## src/design/kli_pkg.sv

```systemverilog
// kli_pkg: types, codes and constants shared by the keyframe interpolator
// controller, datapath and top level
// no dependencies
package kli_pkg;

  // item kinds
  localparam logic KIND_WRITE = 1'b0;
  localparam logic KIND_QUERY = 1'b1;

  // configuration registers and port sizing
  localparam int unsigned REG_KEY_COUNT = 0;
  localparam int unsigned APB_ADDR_W    = 3;
  localparam int unsigned APB_DATA_W    = 32;
  localparam int unsigned KEY_COUNT_W   = 7;
  localparam logic [KEY_COUNT_W-1:0] KEY_COUNT_RST = 7'd1;

  // fraction divider: one quotient bit per step, weights 2^16 down to 2^0
  localparam int unsigned FRAC_W    = 17;
  localparam int unsigned DIV_STEPS = FRAC_W;
  localparam int unsigned DIV_CNT_W = 5;

  typedef struct packed {
    logic               kind;
    logic        [5:0]  key_index;
    logic        [31:0] key_time;
    logic signed [31:0] value_x;
    logic signed [31:0] value_y;
    logic signed [31:0] value_z;
    logic        [31:0] query_time;
  } in_item_t;

  typedef struct packed {
    logic signed [31:0] out_x;
    logic signed [31:0] out_y;
    logic signed [31:0] out_z;
  } out_item_t;

  // one table entry as stored
  typedef struct packed {
    logic [31:0] t;
    logic [31:0] x;
    logic [31:0] y;
    logic [31:0] z;
  } entry_t;

  typedef enum logic [1:0] {
    COMP_X,
    COMP_Y,
    COMP_Z
  } comp_e;

  typedef enum logic [3:0] {
    ST_IDLE,
    ST_FIRST,
    ST_SCAN,
    ST_DINIT,
    ST_DIV,
    ST_SUB,
    ST_MUL,
    ST_ADD,
    ST_DONE
  } state_e;

  typedef struct packed {
    logic  wr_en;
    logic  capture;
    logic  rd_en;
    logic  set_a;
    logic  set_b;
    logic  set_both;
    logic  div_init;
    logic  div_step;
    logic  sub;
    logic  mul;
    logic  add;
    logic  push;
    comp_e comp;
  } cmd_t;

  typedef struct packed {
    logic wr_ok;
    logic qt_le_t0;
    logic bracket;
    logic span_zero;
    logic out_free;
  } sts_t;

  function automatic logic [31:0] comp_of(entry_t e, comp_e c);
    logic [31:0] v;
    case (c)
      COMP_X:  v = e.x;
      COMP_Y:  v = e.y;
      COMP_Z:  v = e.z;
      default: v = e.x;
    endcase
    return v;
  endfunction

endpackage

```

## src/design/kli_ctrl.sv

```systemverilog
// kli_ctrl: sequencer for table writes, segment scan, fraction divide and
// per-component lerp; drives kli_dp through cmd_t, reads sts_t (kli_pkg)
module kli_ctrl
  import kli_pkg::*;
#(
  parameter int unsigned IDX_W = 6
) (
  input  logic             clk_i,
  input  logic             rst_ni,
  input  logic             in_valid_i,
  input  logic             in_kind_i,
  input  logic [IDX_W-1:0] last_idx_i,
  input  sts_t             sts_i,
  output logic             in_stall_o,
  output cmd_t             cmd_o,
  output logic [IDX_W-1:0] rd_addr_o
);

  state_e               state_q, state_d;
  logic [IDX_W-1:0]     idx_q, idx_d;
  logic [DIV_CNT_W-1:0] cnt_q, cnt_d;
  comp_e                comp_q, comp_d;

  always_ff @(posedge clk_i or negedge rst_ni) begin
    if (!rst_ni) begin
      state_q <= ST_IDLE;
      idx_q   <= '0;
      cnt_q   <= '0;
      comp_q  <= COMP_X;
    end else begin
      state_q <= state_d;
      idx_q   <= idx_d;
      cnt_q   <= cnt_d;
      comp_q  <= comp_d;
    end
  end

  always_comb begin
    state_d    = state_q;
    idx_d      = idx_q;
    cnt_d      = cnt_q;
    comp_d     = comp_q;
    cmd_o      = '0;
    cmd_o.comp = comp_q;
    rd_addr_o  = '0;
    in_stall_o = (state_q != ST_IDLE);

    case (state_q)
      ST_IDLE: begin
        if (in_valid_i) begin
          if (in_kind_i == KIND_QUERY) begin
            cmd_o.capture = 1'b1;
            cmd_o.rd_en   = 1'b1;
            rd_addr_o     = '0;
            state_d       = ST_FIRST;
          end else begin
            cmd_o.wr_en = sts_i.wr_ok;
          end
        end
      end

      ST_FIRST: begin
        // single key in use, or time at or before the first key
        if (last_idx_i == '0 || sts_i.qt_le_t0) begin
          cmd_o.set_both = 1'b1;
          comp_d         = COMP_X;
          state_d        = ST_SUB;
        end else begin
          cmd_o.set_a = 1'b1;
          cmd_o.rd_en = 1'b1;
          rd_addr_o   = IDX_W'(1);
          idx_d       = IDX_W'(1);
          state_d     = ST_SCAN;
        end
      end

      ST_SCAN: begin
        if (sts_i.bracket) begin
          cmd_o.set_b = 1'b1;
          state_d     = ST_DINIT;
        end else if (idx_q == last_idx_i) begin
          // no bracket found, hold the last key
          cmd_o.set_both = 1'b1;
          comp_d         = COMP_X;
          state_d        = ST_SUB;
        end else begin
          cmd_o.set_a = 1'b1;
          cmd_o.rd_en = 1'b1;
          rd_addr_o   = idx_q + 1'b1;
          idx_d       = idx_q + 1'b1;
        end
      end

      ST_DINIT: begin
        cmd_o.div_init = 1'b1;
        cnt_d          = '0;
        comp_d         = COMP_X;
        state_d        = sts_i.span_zero ? ST_SUB : ST_DIV;
      end

      ST_DIV: begin
        cmd_o.div_step = 1'b1;
        cnt_d          = cnt_q + 1'b1;
        if (cnt_q == DIV_CNT_W'(DIV_STEPS - 1)) begin
          comp_d  = COMP_X;
          state_d = ST_SUB;
        end
      end

      ST_SUB: begin
        cmd_o.sub = 1'b1;
        state_d   = ST_MUL;
      end

      ST_MUL: begin
        cmd_o.mul = 1'b1;
        state_d   = ST_ADD;
      end

      ST_ADD: begin
        cmd_o.add = 1'b1;
        case (comp_q)
          COMP_X:  begin comp_d = COMP_Y; state_d = ST_SUB; end
          COMP_Y:  begin comp_d = COMP_Z; state_d = ST_SUB; end
          default: begin comp_d = COMP_X; state_d = ST_DONE; end
        endcase
      end

      ST_DONE: begin
        if (sts_i.out_free) begin
          cmd_o.push = 1'b1;
          state_d    = ST_IDLE;
        end
      end

      default: state_d = ST_IDLE;
    endcase
  end

endmodule

```

## config.mk

```make
export PLATFORM = sky130hd
export DESIGN_NAME = kli_ctrl
export DESIGN_NICKNAME = d
export VERILOG_FILES = /design/src/design/kli_pkg.sv /design/src/design/kli_ctrl.sv
export SDC_FILE = /design/constraint.sdc
export NUM_CORES = 1
export LEC_CHECK = 0
export CAP_MARGIN = 20
export CELL_PAD_IN_SITES_DETAIL_PLACEMENT = 0
export CELL_PAD_IN_SITES_GLOBAL_PLACEMENT = 2
export CORE_MARGIN = 5
export CORE_UTILIZATION = 37
export DETAILED_ROUTE_END_ITERATION = 8
export DONT_BUFFER_PORTS = 1
export MAX_ROUTING_LAYER = met4
export PLACE_DENSITY_LB_ADDON = 0.1
export SYNTH_ARGS = -nofsm -noshare
export SYNTH_HDL_FRONTEND = slang
export SYNTH_SLANG_ARGS = --single-unit
```

## constraint.sdc

```tcl
create_clock -name clk_i -period 1.8 [get_ports clk_i]
set_input_delay 0.18 -clock clk_i [delete_from_list [all_inputs] [get_ports clk_i]]
set_output_delay 0.18 -clock clk_i [all_outputs]
set_load 0.02 [all_outputs]
```

== Word level (Yosys, flattened, before mapping) ==
Index checks and enable logic that the tools add are counted.
Storage, ports and cells
  register bits after elaboration: 17
  input bits: 15
  output and inout bits: 21
  logic and storage cells: 86
Operators by class
  $add $sub $neg: 2
  equality and inequality tests: 21
  multiplexer cells: 47
  reductions and logical operators: 12
Operators by type and width (count)
  case mux 4 bit (9 select lines): 1
  2-to-1 mux 6 bit: 5
  2-to-1 mux 4 bit: 7
  case mux 6 bit (2 select lines): 2
  2-to-1 mux 2 bit: 9
  != test 2 bit (second input constant): 9
  == test 4 x 3 -> 1 bit (second input constant): 4
  2-to-1 mux 1 bit: 15
  case mux 2 bit (5 select lines): 1
  case mux 5 bit (2 select lines): 1
  AND reduction 5 bit: 2
  == test 4 x 2 -> 1 bit (second input constant): 2
  adder 6 x 1 -> 6 bit (second input constant): 1
  == test 6 bit: 1
  logical NOT 6 bit: 1
  2-to-1 mux 3 bit: 2
  adder 5 x 1 -> 5 bit (second input constant): 1
  == test 5 bit (second input constant): 1
  nonzero test 5 bit: 1
  == test 4 x 1 -> 1 bit (second input constant): 1
  == test 4 bit (second input constant): 1
  logical NOT 4 bit: 1
  case mux 1 bit (2 select lines): 2
  case mux 2 bit (2 select lines): 1
  other kinds (9): 10

== Logic depth before layout (Yosys ltp) ==
  depth in word-level cells: 4
  gate-level depth with buffers: 7
  depth with buffers taken out: 7

== Worst setup path after synthesis ==
No wires, ideal clock.
  kind: flip-flop to output port
  start: register state_q[0]
  end: output rd_addr_o[0]
  arrival time: 1.681 ns
  data required time: 1.620 ns
  setup slack: -0.061 ns
  stages on the path, launching flop included: 6
  buffers on the path: 1
  cell sequence: dfrtp_1 > buf_6 > nand2b_4 > or3_4 > a211o_4 > o21bai_1
Between the ends
  cells in the longest elaborated chain, start to end: 2
  elaborated cells on any way between the ends: 3
  classes of those cells: eq/ne (2); mux (1)
RTL lines
  start, declared: line kli_ctrl.sv:19  | state_e state_q, state_d;
  start signal, assigned: line kli_ctrl.sv:31  | state_q <= state_d;
  == test 4 x 2 -> 1 bit / == test 4 x 1 -> 1 bit (equally long branches): line kli_ctrl.sv:48  | case (state_q)
  case mux 6 bit (2 select lines) (*): line kli_ctrl.sv:48
  end, declared: line kli_ctrl.sv:16  | output logic [IDX_W-1:0] rd_addr_o
Every way passes the cells marked *; elsewhere a longest branch is shown, timed or not.

==> reports/results.ini <==
[status]
status = complete, but fails checks
violations = setup timing

[power_and_ir_drop]
cellLeakagePower_uw = 0.000762
peakVddDrop_uv = 603
power_switching_uw = 1240
clockPowerShare = 0.080
comb_power_share = 0.652
swShare = 0.465
p_per_area_nw_per_um2 = 1580
power.internal_uw = 1420
seq_power_share = 0.268
power_uw = 2660

[grt]
grt_pass1_vias = 1143
grt_use_total = 0.160
use_met3 = 0.0421
use_met1 = 0.196
busiest_layer = met2
grt.met2_usage = 0.273
gr-total-overflow = 0
grt_pass1_wl_um = 5460
antenna_found_initial = 0
grt_start_max_net_pins = 18

[route]
avgRoutedWirePerCell_um = 15.7
wirelength_um = 3410
drc = 0
route.vias.total = 1143
first_pass_iters = 3
vias_per_cell = 5.27
drt_first_iter_violations = 26
detail-route-antenna-nets = 0

[floorplanning]
die_x_um = 68.8
pin_count = 36
die_y_um = 68.8
row_count = 21
design.die.area_um2 = 4730
coreArea_um2 = 3340
start_util = 0.383

[synthesis]
ys_types = 50
ys.flop_type = dfrtp_1
synth_top_family_by_area = simple AND/OR/NAND/NOR gates
syn_nets = 156
yosysSeqAreaShare = 0.333
synthAdderAreaFrac = 0.0294
yosys.area_share.simple = 0.301
synth_xor_area_frac = 0.0754
synthArstFlopShare = 1.00
synth_seq_cells = 17
synthCells = 138
synth_compound_area_frac = 0.214
synthMuxAreaShare = 0.00784
syn-cell-area_um2 = 1280
synth_warnings = 0
avgSynthCellArea_um2 = 9.26
synth-edff-count = 0

[clock_network]
cts_sinks = 17
cts_root_buffer = clkbuf_4
clock_path_buffers = 2
clock_latency_ns = 0.29
cts_tree = built
h-tree-depth = 1
cts_buffers = 3
clk_pin_slew_ns = 0.11

[setup_path]
worst_r2r_path_depth = 7
reg2reg_from = idx_q[5]$_DFFE_PN0P_
crit_chain = xor2_1, nor4_4, buf_4, nand3_2, nor2_2, o21a_2
reg2reg_to = comp_q[1]$_DFFE_PN0P_
worst_path_max_delay_cell = dfrtp_1
crit_type = reg2out
start_kind = flop
path_buf_inv = 1
max_stage_delay_ns = 0.40
cp_max_fo = 3
crit_required_ns = 1.62
critPathCaptureType = output pin
critPathArrivalTime_ns = 1.81
cp_top_family = simple AND/OR/NAND/NOR gates
reg2reg_setup_slack_ns = 0.01

[finish]
area_delta_synth_final_pct = 32.0
design_area_um2 = 1690
num_antenna_cells = 0
utilization = 0.505
nNetsFinal = 190
drive_gt1_frac = 0.386
final_cell_mix = buf_4 (28), dfrtp_1 (17), nor2_1 (15)
final_common_cell = buf_4

[timing]
fin_skew_ns = 0.00406
hold_viol_final = 0
fin_ws_ns = -0.193
worst_pin_slew_ns = 0.838
rsz0062_at_grt = yes
period_share = 1.11
slew_headroom = 0.439
min_period_ns = 1.99
drv_slew = 0
fmax_ghz = 0.502
final-setup-viol-count = 9

[placed_design]
preCtsSetupSlack_ns = 0.0613
hpwl_um = 2600
numPortBuffers = 0
gp_congestion = 0.785
placed_cell_area_um2 = 1510

[worst_hold_path]
holdPathStages = 2
holdPathEnd = state_q[3]$_DFFE_PN0P_
hold_class = in2reg
min-delay-start = sts_i[0]

[flow_run]
max_cap_viol_count = 0

==> per-layer routing <==
metal  share of wire  wire length [µm]  up-vias
li1                -                 -      556
met1            0.43              1450      562
met2            0.51              1750       23
met3           0.054               185        2
met4          0.0050                17        0
met5               0                 0        -
==> final cells by class <==
class                           instances  area, µm²
Fill cell                             342       1650
Inverter                                6       22.5
Tap cell                               46       57.6
Timing Repair Buffer                   34        277
Multi-Input combinational cell        110        878
Sequential cell                        17        425
Clock buffer                            4       26.3
==> cells by family (layout without fill, tap and decap cells) <==
logic type                 after synthesis  in the layout
muxes                                    1              1
and+or+nand+nor                         61             61
DFF                                     17             17
buffers and inverters                   11             44
xor gates and xnor gates                11             11
adders and majority gates                3              3
AOI/OAI and AO/OA                       34             34
==> cells in the mapped netlist, types with 2 or more instances <==
library cell  instances  area share
a211oi_1              2       0.012
a21o_1                5       0.029
a21oi_1               6       0.024
a22o_1                3       0.021
clkbuf_1              3      0.0088
dfrtp_1              17        0.33
ha_1                  3       0.029
inv_1                 6       0.018
nand2_1               8       0.024
nand3_1               5       0.020
nor2_1               19       0.056
nor2_4                4       0.035
nor2b_1               2      0.0098
nor3_1                4       0.016
nor3_2                2       0.016
nor3b_1               2       0.012
o21ai_0               3       0.012
o21ai_1               2      0.0078
o21bai_1              2       0.012
xnor2_1               3       0.021
xor2_1                8       0.055
==> power by group through the flow <==
stage	combinational (µW)	clock, µW	sequential, µW
after global placement	1550	0	710
after CTS	1660	226	712
after floorplan	1050	0	705
after global routing	1900	237	734
after detailed placement	1560	0	713
final	1730	214	712
==> how the worst max path moves through the flow <==
stage                      startpoint                    to  slack (ns)  cells past startpoint
6_report         idx_q[5]$_DFFE_PN0P_              cmd_o[8]       -0.19                      6
4_1_cts          idx_q[5]$_DFFE_PN0P_              cmd_o[8]       -0.24                      5
3_3_place_gp     idx_q[0]$_DFFE_PN0P_              cmd_o[8]        0.06                      5
2_1_floorplan  state_q[2]$_DFFE_PN0P_  cnt_q[1]$_DFFE_PN0P_        0.05                      5
3_5_place_dp     idx_q[5]$_DFFE_PN0P_              cmd_o[8]        0.06                      5
5_1_grt          idx_q[5]$_DFFE_PN0P_              cmd_o[8]       -0.30                      6
==> sequential cells by signal, summed over array words and instances (netlist names) <==
register,cells
comp_q,2
state_q,4
cnt_q,5
idx_q,6
==> timing repair <==
action | in CTS | in global routing
setup endpoints to repair | 12 | 15
endpoints found under the hold margin | 17 | 0
hold buffers | 1 | 0
setup buffers | 2 | 4
gates resized for setup | 11 | 12
pin swaps | 4 | 5
==> stage by stage <==
stage          setup TNS (ns)  hold WS (ns)  std cells
6_report                -1.21         0.166        217
5_1_grt                 -2.15         0.150        217
4_1_cts                 -1.31         0.151        213
3_5_place_dp                0        -0.115        206
3_3_place_gp                0        -0.115        206
2_1_floorplan               0        -0.116        138
Note: power is estimated with default switching activity, not from simulation.
